===== src/rtl/core/lpd_pkg.sv =====
// ----------------------------------------------------------------------------
// lpd_pkg
// Shared types and constants of the length-prefixed packet deframer.
// ----------------------------------------------------------------------------
`default_nettype none

package lpd_pkg;

	// Header layout: 16-bit little-endian total length, 16-bit type
	localparam int HEADER_BYTES = 4;
	localparam int HDR_CNT_W    = $clog2(HEADER_BYTES + 1);
	localparam int HDR_IDX_W    = $clog2(HEADER_BYTES);
	localparam int LEN_W        = 12;
	localparam int TYPE_W       = 16;

	// Queue between the front and the back; deep enough to hold a header
	// entry plus the payload bytes that arrive while it is expanded
	localparam int QUEUE_DEPTH  = 8;
	localparam int QUEUE_AW     = $clog2(QUEUE_DEPTH);
	localparam int QUEUE_CNT_W  = $clog2(QUEUE_DEPTH + 1);

	localparam logic [LEN_W-1:0] MAX_LEN_RESET = LEN_W'(2048);

	// Configuration register indexes
	typedef enum logic [0:0] {
		REG_LOCAL_TYPE = 1'b0,
		REG_MAX_LEN    = 1'b1
	} cfg_reg_t;

	// Kind of work handed from the front to the back
	typedef enum logic [0:0] {
		KIND_BYTE   = 1'b0,	// one result: payload byte or length error
		KIND_HEADER = 1'b1	// HEADER_BYTES results from the gathered header
	} kind_t;

	typedef struct packed {
		logic [7:0] rx_byte;
		logic       burst_end;
	} in_item_t;

	typedef struct packed {
		logic [7:0]        data_byte;
		logic              is_first;
		logic              is_last;
		logic [TYPE_W-1:0] packet_type;
		logic              to_local;
		logic              length_error;
	} out_item_t;

	typedef struct packed {
		logic [TYPE_W-1:0] local_type;
		logic [LEN_W-1:0]  max_packet_len;
	} cfg_t;

	typedef struct packed {
		kind_t                    kind;
		logic [HEADER_BYTES*8-1:0] data;	// header bytes, byte 0 lowest
		logic                     last;
		logic                     err;
		logic [TYPE_W-1:0]        ptype;
		logic                     to_local;
	} q_entry_t;

endpackage

`default_nettype wire


===== src/rtl/core/lpd_front.sv =====
// ----------------------------------------------------------------------------
// lpd_front
// Byte intake: gathers the header, checks the length, counts the payload and
// posts work entries into the queue.
// ----------------------------------------------------------------------------
`default_nettype none

module lpd_front (
	input  wire logic             clk,
	input  wire logic             arst_n,
	input  wire logic             item_valid,
	input  wire logic             item_stall,
	input  wire lpd_pkg::in_item_t item,
	input  wire lpd_pkg::cfg_t    cfg,
	output      logic             push,
	output      lpd_pkg::q_entry_t push_entry
);

	logic [lpd_pkg::HDR_CNT_W-1:0] hdr_cnt_q;
	logic [7:0]                    hdr_q [lpd_pkg::HEADER_BYTES-1];
	logic [lpd_pkg::LEN_W-1:0]     rem_q;
	logic [lpd_pkg::TYPE_W-1:0]    type_q;

	logic                          accept;
	logic                          in_payload;
	logic                          hdr_done;
	logic [15:0]                   len;
	logic [lpd_pkg::TYPE_W-1:0]    new_type;
	logic                          bad_len;
	logic [lpd_pkg::LEN_W-1:0]     new_rem;

	// burst_end carries no framing meaning
	assign accept     = item_valid && !item_stall;
	assign in_payload = (hdr_cnt_q == lpd_pkg::HDR_CNT_W'(lpd_pkg::HEADER_BYTES));
	assign hdr_done   = (hdr_cnt_q == lpd_pkg::HDR_CNT_W'(lpd_pkg::HEADER_BYTES - 1));

	// Header decode with the incoming byte as the last header byte
	assign len      = {hdr_q[1], hdr_q[0]};
	assign new_type = {item.rx_byte, hdr_q[2]};
	assign bad_len  = (len < 16'(lpd_pkg::HEADER_BYTES)) ||
			(len > 16'(cfg.max_packet_len));
	assign new_rem  = lpd_pkg::LEN_W'(len - 16'(lpd_pkg::HEADER_BYTES));

	// Work entry for the back
	always_comb begin
		push                = 1'b0;
		push_entry.kind     = lpd_pkg::KIND_BYTE;
		push_entry.data     = {{(lpd_pkg::HEADER_BYTES-1)*8{1'b0}}, item.rx_byte};
		push_entry.last     = 1'b0;
		push_entry.err      = 1'b0;
		push_entry.ptype    = type_q;
		push_entry.to_local = (type_q == cfg.local_type);
		if (accept && in_payload) begin
			push            = 1'b1;
			push_entry.last = (rem_q <= lpd_pkg::LEN_W'(1));
		end else if (accept && hdr_done) begin
			push                = 1'b1;
			push_entry.ptype    = new_type;
			push_entry.to_local = (new_type == cfg.local_type);
			if (bad_len) begin
				push_entry.last = 1'b1;
				push_entry.err  = 1'b1;
			end else begin
				push_entry.kind = lpd_pkg::KIND_HEADER;
				push_entry.data = {item.rx_byte, hdr_q[2], hdr_q[1], hdr_q[0]};
				push_entry.last = (new_rem == '0);
			end
		end
	end

	// Header store: no reset, always written before it is read
	always_ff @(posedge clk) begin
		if (accept && !in_payload && !hdr_done) begin
			hdr_q[hdr_cnt_q[lpd_pkg::HDR_IDX_W-1:0]] <= item.rx_byte;
		end
	end

	// Framing counters
	always_ff @(posedge clk or negedge arst_n) begin
		if (!arst_n) begin
			hdr_cnt_q <= '0;
			rem_q     <= '0;
			type_q    <= '0;
		end else if (accept) begin
			if (in_payload) begin
				if (rem_q != '0) begin
					rem_q <= rem_q - lpd_pkg::LEN_W'(1);
				end
				if (rem_q <= lpd_pkg::LEN_W'(1)) begin
					hdr_cnt_q <= '0;
				end
			end else if (hdr_done) begin
				type_q <= new_type;
				if (bad_len) begin
					hdr_cnt_q <= '0;
					rem_q     <= '0;
				end else begin
					rem_q     <= new_rem;
					hdr_cnt_q <= (new_rem == '0) ? '0 :
						lpd_pkg::HDR_CNT_W'(lpd_pkg::HEADER_BYTES);
				end
			end else begin
				hdr_cnt_q <= hdr_cnt_q + lpd_pkg::HDR_CNT_W'(1);
			end
		end
	end

endmodule

`default_nettype wire


===== src/rtl/core/lpd_queue.sv =====
// ----------------------------------------------------------------------------
// lpd_queue
// Short FIFO of work entries between the front and the back.
// ----------------------------------------------------------------------------
`default_nettype none

module lpd_queue (
	input  wire logic              clk,
	input  wire logic              arst_n,
	input  wire logic              push,
	input  wire lpd_pkg::q_entry_t push_entry,
	input  wire logic              pop,
	output      lpd_pkg::q_entry_t head,
	output      logic              empty,
	output      logic              full
);

	lpd_pkg::q_entry_t                entry_q [lpd_pkg::QUEUE_DEPTH];
	logic [lpd_pkg::QUEUE_AW-1:0]     wr_ptr_q;
	logic [lpd_pkg::QUEUE_AW-1:0]     rd_ptr_q;
	logic [lpd_pkg::QUEUE_CNT_W-1:0]  count_q;

	assign empty = (count_q == '0);
	assign full  = (count_q == lpd_pkg::QUEUE_CNT_W'(lpd_pkg::QUEUE_DEPTH));
	assign head  = entry_q[rd_ptr_q];

	// Entry storage
	always_ff @(posedge clk) begin
		if (push) begin
			entry_q[wr_ptr_q] <= push_entry;
		end
	end

	// Pointers and fill level
	always_ff @(posedge clk or negedge arst_n) begin
		if (!arst_n) begin
			wr_ptr_q <= '0;
			rd_ptr_q <= '0;
			count_q  <= '0;
		end else begin
			if (push) begin
				wr_ptr_q <= wr_ptr_q + lpd_pkg::QUEUE_AW'(1);
			end
			if (pop) begin
				rd_ptr_q <= rd_ptr_q + lpd_pkg::QUEUE_AW'(1);
			end
			if (push && !pop) begin
				count_q <= count_q + lpd_pkg::QUEUE_CNT_W'(1);
			end else if (pop && !push) begin
				count_q <= count_q - lpd_pkg::QUEUE_CNT_W'(1);
			end
		end
	end

endmodule

`default_nettype wire


===== src/rtl/core/lpd_back.sv =====
// ----------------------------------------------------------------------------
// lpd_back
// Result sequencer: expands queue entries into result bytes, one a cycle while
// result_stall is low, through the output register.
// ----------------------------------------------------------------------------
`default_nettype none

module lpd_back (
	input  wire logic               clk,
	input  wire logic               arst_n,
	input  wire lpd_pkg::q_entry_t  head,
	input  wire logic               empty,
	output      logic               pop,
	output      logic               result_valid,
	input  wire logic               result_stall,
	output      lpd_pkg::out_item_t result
);

	logic                          valid_q;
	lpd_pkg::out_item_t            result_q;
	logic [lpd_pkg::HDR_IDX_W-1:0] idx_q;

	logic                          load;
	logic                          take;
	logic                          idx_end;
	lpd_pkg::out_item_t            next_item;

	assign load    = !valid_q || !result_stall;
	assign take    = load && !empty;
	assign idx_end = (idx_q == lpd_pkg::HDR_IDX_W'(lpd_pkg::HEADER_BYTES - 1));
	assign pop     = take && ((head.kind == lpd_pkg::KIND_BYTE) || idx_end);

	// Result fields for the current entry and byte index
	always_comb begin
		next_item.packet_type  = head.ptype;
		next_item.to_local     = head.to_local;
		case (head.kind)
			lpd_pkg::KIND_HEADER: begin
				next_item.data_byte    = head.data[idx_q*8 +: 8];
				next_item.is_first     = (idx_q == '0);
				next_item.is_last      = idx_end && head.last;
				next_item.length_error = 1'b0;
			end
			default: begin
				next_item.data_byte    = head.data[7:0];
				next_item.is_first     = 1'b0;
				next_item.is_last      = head.last;
				next_item.length_error = head.err;
			end
		endcase
	end

	// Output register payload
	always_ff @(posedge clk) begin
		if (take) begin
			result_q <= next_item;
		end
	end

	// Output valid and header byte index
	always_ff @(posedge clk or negedge arst_n) begin
		if (!arst_n) begin
			valid_q <= 1'b0;
			idx_q   <= '0;
		end else begin
			if (load) begin
				valid_q <= !empty;
			end
			if (pop) begin
				idx_q <= '0;
			end else if (take) begin
				idx_q <= idx_q + lpd_pkg::HDR_IDX_W'(1);
			end
		end
	end

	assign result_valid = valid_q;
	assign result       = result_q;

endmodule

`default_nettype wire


===== src/rtl/core/length_prefixed_packet_deframer.sv =====
// ----------------------------------------------------------------------------
// length_prefixed_packet_deframer
// Cuts a received byte stream into length-prefixed packets and tags bytes.
// ----------------------------------------------------------------------------
// Usage:
//   item channel   : one stream byte per transfer (item_valid / item_stall).
//   result channel : one tagged packet byte per transfer (result_valid /
//                    result_stall). The four header bytes are held back until
//                    the header is complete, then released in order.
//   cfg channel    : register writes (cfg_valid / cfg_ready, always ready);
//                    write only while the block is idle.
// Path: a payload byte passes through the work queue and then the output register
//   before it is presented on the result port; the first header byte likewise
//   follows the fourth header byte through both.
// Throughput: one byte per cycle on both sides unless stalled, set by the
//   one-result-a-cycle output register; the eight-entry work queue absorbs header bursts.
// A bad length gives a single error result and the next byte starts a new
//   header.
// Reset: clears the framing counters, the queue pointers and the output valid;
//   local_type = 0, max_packet_len = 2048.
// Stall: a stalled result holds; the queue fills and item_stall rises once
//   it is full.
// ----------------------------------------------------------------------------
`default_nettype none

module length_prefixed_packet_deframer (
	input  wire logic               clk,
	input  wire logic               arst_n,
	input  wire logic               item_valid,
	output      logic               item_stall,
	input  wire lpd_pkg::in_item_t  item,
	output      logic               result_valid,
	input  wire logic               result_stall,
	output      lpd_pkg::out_item_t result,
	input  wire logic               cfg_valid,
	output      logic               cfg_ready,
	input  wire logic [0:0]         cfg_index,
	input  wire logic [15:0]        cfg_data
);

	lpd_pkg::cfg_t     cfg_q;
	logic              push;
	lpd_pkg::q_entry_t push_entry;
	logic              pop;
	lpd_pkg::q_entry_t head;
	logic              empty;
	logic              full;

	// Configuration registers
	assign cfg_ready = 1'b1;

	always_ff @(posedge clk or negedge arst_n) begin
		if (!arst_n) begin
			cfg_q.local_type     <= '0;
			cfg_q.max_packet_len <= lpd_pkg::MAX_LEN_RESET;
		end else if (cfg_valid && cfg_ready) begin
			case (lpd_pkg::cfg_reg_t'(cfg_index))
				lpd_pkg::REG_LOCAL_TYPE: cfg_q.local_type <= cfg_data;
				lpd_pkg::REG_MAX_LEN: begin
					cfg_q.max_packet_len <= cfg_data[lpd_pkg::LEN_W-1:0];
				end
				default: ;
			endcase
		end
	end

	assign item_stall = full;

	lpd_front u_front (
		.clk        (clk),
		.arst_n     (arst_n),
		.item_valid (item_valid),
		.item_stall (item_stall),
		.item       (item),
		.cfg        (cfg_q),
		.push       (push),
		.push_entry (push_entry)
	);

	lpd_queue u_queue (
		.clk        (clk),
		.arst_n     (arst_n),
		.push       (push),
		.push_entry (push_entry),
		.pop        (pop),
		.head       (head),
		.empty      (empty),
		.full       (full)
	);

	lpd_back u_back (
		.clk          (clk),
		.arst_n       (arst_n),
		.head         (head),
		.empty        (empty),
		.pop          (pop),
		.result_valid (result_valid),
		.result_stall (result_stall),
		.result       (result)
	);

endmodule

`default_nettype wire


===== config.mk =====
export PLATFORM = sky130hd
export DESIGN_NAME = length_prefixed_packet_deframer
export DESIGN_NICKNAME = d
export VERILOG_FILES = /design/src/rtl/core/lpd_pkg.sv /design/src/rtl/core/lpd_front.sv /design/src/rtl/core/lpd_queue.sv /design/src/rtl/core/lpd_back.sv /design/src/rtl/core/length_prefixed_packet_deframer.sv
export SDC_FILE = /design/constraint.sdc
export NUM_CORES = 1
export LEC_CHECK = 0
export BUFFER_PORTS_ARGS = -buffer_cell sky130_fd_sc_hd__clkbuf_2
export CAP_MARGIN = 10
export CORE_ASPECT_RATIO = 1.75
export CORE_UTILIZATION = 65
export CTS_CLUSTER_DIAMETER = 30
export DETAILED_ROUTE_END_ITERATION = 7
export GPL_TIMING_DRIVEN = 0
export HOLD_SLACK_MARGIN = 0.06
export PLACE_DENSITY_LB_ADDON = 0.08
export SLEW_MARGIN = 10
export SYNTH_ARGS = -nofsm -noshare
export SYNTH_HDL_FRONTEND = slang
export SYNTH_SLANG_ARGS = --single-unit

===== constraint.sdc =====
create_clock -name clk -period 16.9 [get_ports clk]
set_input_delay 2.535 -clock clk [delete_from_list [all_inputs] [get_ports clk]]
set_output_delay 2.535 -clock clk [all_outputs]
set_load 0.01 [all_outputs]

-- Yosys cells after proc, flatten, opt, wreduce, memory -nomap -nowiden
Memories as Yosys holds them, arrays and structs flattened.
Cells that the tools add are included.
- register bits: 100
- bits in writable memories: 440
- input port bits: 31
- memories: 2
- add/sub/neg operators: 8
- order comparisons: 3
- equality and inequality tests: 8
- shift operators: 1
- mux-type cells: 27
- bitwise gates (word level): 3
- reduce and logical (&&, ||, !) cells: 33
- memory list (name ; depth ; width ; read ports ; clocked after Yosys merged registers in ; write ports ; line ; source):
    u_queue.entry_q ; 8 ; 52 ; 1 ; 0 ; 1 ; lpd_queue.sv:18 ; lpd_pkg::q_entry_t entry_q [lpd_pkg::QUEUE_DEPTH];
    u_front.hdr_q ; 3 ; 8 ; 3 ; 0 ; 1 ; lpd_front.sv:20 ; logic [7:0] hdr_q [lpd_pkg::HEADER_BYTES-1];
- operators by type and width (cell ; number):
    33-bit two-way mux ; 2
    52-bit two-way mux ; 1
    12-bit two-way mux ; 4
    16-bit == test ; 2
    32-bit by 6-bit indexed part select with 8-bit output ; 1
    18-bit two-way mux ; 1
    16-bit by 12-bit > comparator with 1-bit output ; 1
    16-bit by 3-bit < comparator with 1-bit output, second input constant ; 1
    3-bit two-way mux ; 5
    12-bit by 1-bit <= comparator with 1-bit output, second input constant ; 1
    12-bit zero test ; 1
    12-bit nonzero test ; 1
    12-bit by 1-bit subtractor with 12-bit output, second input constant ; 1
    12-bit by 3-bit subtractor with 12-bit output, second input constant ; 1
    1-bit logical AND ; 10
    10-bit two-way mux ; 1
    3-bit by 1-bit adder with 3-bit output, second input constant ; 3
    1-bit two-way mux ; 9
    1-bit zero test ; 8
    4-bit two-way mux ; 2
    2-bit AND reduction ; 3
    3-bit AND reduction ; 2
    2-bit nonzero test ; 3
    4-bit by 1-bit adder with 4-bit output, second input constant ; 1
    12 further kinds ; 18

-- Longest topological paths before layout
- word-level depth: 10
- mapped depth: 14
- depth with buffers taken out: 13

-- Hierarchy
Synthesis repeated with hierarchy kept, for this count alone.
- cell total of the unflattened synthesis: 1208
- area total of the unflattened synthesis: 22545.4 µm²
- modules (own cells, without submodules) (module ; times used ; cells an instance ; area each (µm²) ; seq. area each (µm²)):
    lpd_queue ; 1 ; 662 ; 16439.5 ; 12742.2
    lpd_front ; 1 ; 388 ; 3623.5 ; 1496.4
    lpd_back ; 1 ; 95 ; 1356.3 ; 915.9
    length_prefixed_packet_deframer ; 1 ; 63 ; 1126.1 ; 701.9

-- Worst setup path before layout
Ideal clock, no wire load.
- path kind: input port to flip-flop
- start: input port item_valid
- end: memory u_queue.entry_q[0][0] (netlist bit) (enable)
- arrival: 7.974 ns
- required time: 16.310 ns
- setup slack: 8.336 ns
- stages: 3
- path through: or3b_1 > buf_2 > nor4_1
- longest elaborated chain between the ends: 6
- ends and longest elaborated chain (what ; line ; source):
    from (decl) ; length_prefixed_packet_deframer.sv:29 ; input wire logic item_valid,
    1-bit logical AND (*) ; lpd_front.sv:33 ; assign accept = item_valid && !item_stall;
    1-bit logical AND ; lpd_front.sv:56 ; end else if (accept && hdr_done) begin
    1-bit two-way mux ; lpd_front.sv:56 ;
    1-bit two-way mux (*) ; lpd_front.sv:53 ; if (accept && in_payload) begin
    1-bit two-way mux (*) ; lpd_queue.sv:29 ; if (push) begin
    1-bit two-way mux (not written as such) (*) ; lpd_queue.sv:30 ; entry_q[wr_ptr_q] <= push_entry;
    to (decl) ; lpd_queue.sv:18 ;
Mark *: on every way between the ends. The rest lies on a longest branch, timed or not.

-- Worst setup path after layout
- start: input port item_valid
- end: memory u_queue.entry_q[4][4] (netlist bit) (enable)
- longest elaborated chain between the ends: 6
- ends and longest elaborated chain (what ; line ; source):
    1-bit logical AND (*) ; lpd_front.sv:33 ;
    1-bit logical AND ; lpd_front.sv:56 ;
    1-bit two-way mux ; lpd_front.sv:56 ;
    1-bit two-way mux (*) ; lpd_front.sv:53 ;
    via push ; length_prefixed_packet_deframer.sv:42 ; logic push;
    1-bit two-way mux (*) ; lpd_queue.sv:29 ;
    1-bit two-way mux (not written as such) (*) ; lpd_queue.sv:30 ;
Mark *: on every way through the listed nets, which the timed path passes. The rest lies on a longest branch.

==> metrics.csv <==
metric,value,unit
die width,141,um
Via Count,11300,
largest cells by area after synthesis,"edfxtp_1, mux4_2, dfrtp_1",
RSZ-0062 raised after global routing,no,
WP data arrival,5.31,ns
YS warnings,0,
hold_buf cts,0,
placed wire-length estimate,33.3,mm
GRT met2 Usage,54.2,%
row cnt,88,
CP top delay family,buffers and inverters,
Setup TNS,0,ns
Setup Buffers After CTS,0,
buffers plus inverters on the worst setup path,9,
antenna cell count,0,
initial cell density of the core,66.5,%
Yosys reg bits,540,
Psw,1.25,mW
status,"finished, final reports clean",
Synth top cells by count,"edfxtp_1, mux4_2, mux2_2",
max incr delay on CP,0.39,ns
Hold EP,u_queue.count_q[3],
setup ws final,11.86,ns
I/O Pins,62,
Max Fclk,199,MHz
PwrDens,162,mW/mm^2
total CTS buffers,54,
DR DRC count,0,
Critical Path Source Type,primary input,
pin count of the biggest net entering global routing,56,
clock sink count,540,
port bufs,59,
CP required,17.17,ns
hold depth,1,
CTS tree,yes,
remaining global-route overflow,0,
Clock Pin Slew Worst Setup and Hold Paths,0.06,ns
Top Usage Layer GRT,met2,
LEAKAGE,9.09,nW
post-synthesis cell type count,56,
Net Sw Frac,30.3,%
r2r worst-path depth,14,
"FFs w/ async S/R, synth",13.3,%
"Cell Chain, Critical Path",clkbuf_2 > or3b_1 > buf_2 > inv_1 > nand2_1 > nor3_2 > buf_4 > buf_6 > buf_4 > buf_6 > buf_4 > buf_4,
RR Startpoint,u_front.hdr_cnt_q[0],
Logic pwr share,28.5,%
root buf cell,clkbuf_16,
"worst slack, placed",11.24,ns
share of cells above drive strength 1,32.3,%
vias in the first global route,11900,
slowest cell on the critical path,nor3_2,
Slew @ Worst Pin,1.03,ns
Mapped Avg Cell Area,19.5,um^2
"wirelength, routed",48.0,mm
synthesized instance count,1132,
Max-Cap Viols,0,
HP Class,reg -> reg,
total iterations of the first detailed-routing run,5,
Hold Fails Final Rpt,0,
Reg power frac,43.1,%
Core Region,0.0331,mm^2
Mapped Area,0.0220,mm^2
met3 Usage GRT,3.27,%
min-delay src,u_queue.count_q[3],
met1 Use GR,36.1,%
die footprint,0.0347,mm^2
top-count cell post-synth,edfxtp_1,
vias per inst,6.22,
H-tree Lvls,2,
# setup viols final,0,
skew final,0.0262,ns
number of flops mapped to enable cells by yosys,468,
most area-hungry cell type in the Yosys netlist,edfxtp_1,
main flop type after synthesis,edfxtp_1,
cell repeated most along the worst path,buf_4,
first-pass GRT wire length,73.0,mm
Initial DRC Count,918,
Layout Nets,1384,
Final ANT Viol Nets,0,
final period utilization,29.8,%
Clock Power Share,28.4,%
Worst Setup End Kind,register,
area grow syn2layout,15.1,%
fin. max-slew vios,0,
Int Power,2.86,mW
peak supply drop,134,uV
Slew HR,31.3,%
fin crit period,5.04,ns
GP Congestion,0.893,
CP Max Fanout,10,
post-synthesis sequential area ratio,72.0,%
gr usage total,29.6,%
Post-CTS Resized,0,
Longest Clk Path Bufs,3,
WL/cell,26.4,um
Worst-Skew Late Latency,0.59,ns
critical path type,in -> reg,
initial antenna violation count,0,
Synth top area share,63.8,%
Die Ht,246,um
Worst R2R Setup Slack,12.97,ns
worst r2r dst,u_queue.entry_q[4][4],
==> through the flow <==
stage | std cells | power [mW] | util (%) | cell area [um^2] | hold WS (ns)
final | 1820 | 4.11 | 76.5 | 25400 | 0.502
after global routing | 1820 | 4.28 | 76.5 | 25400 | 0.513
after CTS | 1820 | 4.14 | 76.5 | 25400 | 0.505
after detailed placement | 1719 | 2.98 | 71.2 | 23600 | 0.494
after global placement | 1672 | 2.94 | 69.4 | 23000 | 0.486
after floorplan | 1163 | 2.59 | - | 22100 | 0.456
==> final cells by class <==
cell class | count | area, um^2
multi-input combinational | 551 | 6010
tap | 450 | 563
clock inverter | 38 | 343
inverter | 24 | 92.6
sequential | 540 | 15900
fill | 1828 | 7790
clock buffer | 63 | 1420
buffer | 48 | 239
timing repair buffer | 106 | 828
==> state kept, by name (all words and copies together), names as in the netlist <==
register and count:
u_front.hdr_cnt_q 3, u_front.type_q 16, u_queue.entry_q 416, u_queue.count_q 4, u_back.result 28, u_front.hdr_q 24
u_back.result_valid 1, u_queue.rd_ptr_q 3, u_back.idx_q 2, u_queue.wr_ptr_q 3, u_front.rem_q 12, cfg_q 28
==> cells by family after synthesis <==
kind of cell / count (synthesis) / share of synthesized area [%]
xor+xnor: 45 / 1.79
simple gates: 146 / 3.56
fa+ha+maj: 28 / 1.62
flops: 540 / 72.0
compound gates: 77 / 2.53
other cells: 2 / 0.0341
mux: 222 / 17.0
buf+inv: 72 / 1.51
==> how the worst max path moves through the flow <==
stage | cells after the start | to | slack [ns] | from
after floorplan | 3 | u_queue.entry_q[0][0] | 8.34 | item_valid
after global placement | 4 | u_queue.entry_q[0][4] | 2.82 | item_valid
after detailed placement | 12 | u_queue.entry_q[4][4] | 11.24 | item_valid
after CTS | 12 | u_queue.entry_q[4][7] | 11.83 | item_valid
after global routing | 12 | u_queue.entry_q[4][31] | 11.63 | item_valid
final | 12 | u_queue.entry_q[4][4] | 11.86 | item_valid
==> power by group through the flow <==
stage / clock network (mW) / logic [mW] / registers [mW]
2_1_floorplan: 0 / 0.796 / 1.79
3_3_place_gp: 0 / 1.14 / 1.80
5_1_grt: 1.23 / 1.26 / 1.79
6_report: 1.17 / 1.17 / 1.77
3_5_place_dp: 0 / 1.18 / 1.80
4_1_cts: 1.18 / 1.19 / 1.77
==> cells in the final DEF (no fill, tap or decap), types with 13 or more instances in the layout <==
cell / instances
o21ai_0: 17
buf_6: 16
nor3_1: 18
clkbuf_2: 58
and2_1: 22
nor4_1: 13
buf_4: 27
dfrtp_1: 71
a21oi_1: 17
inv_1: 23
mux4_2: 112
nor2_1: 19
ha_1: 27
conb_1: 33
buf_2: 19
clkbuf_16: 55
xnor2_1: 25
mux2_2: 90
xor2_1: 20
mux2i_1: 20
clkbuf_1: 24
edfxtp_1: 468
nand2_1: 28
==> metal layers <==
layer / vias to the layer above / part of all wire (%)
met3: 90 / 4.5
met2: 384 / 55
met5: - / 0
li1: 4927 / -
met4: 0 / 3.4
met1: 5921 / 37
Power figures use the tool's default switching activity.
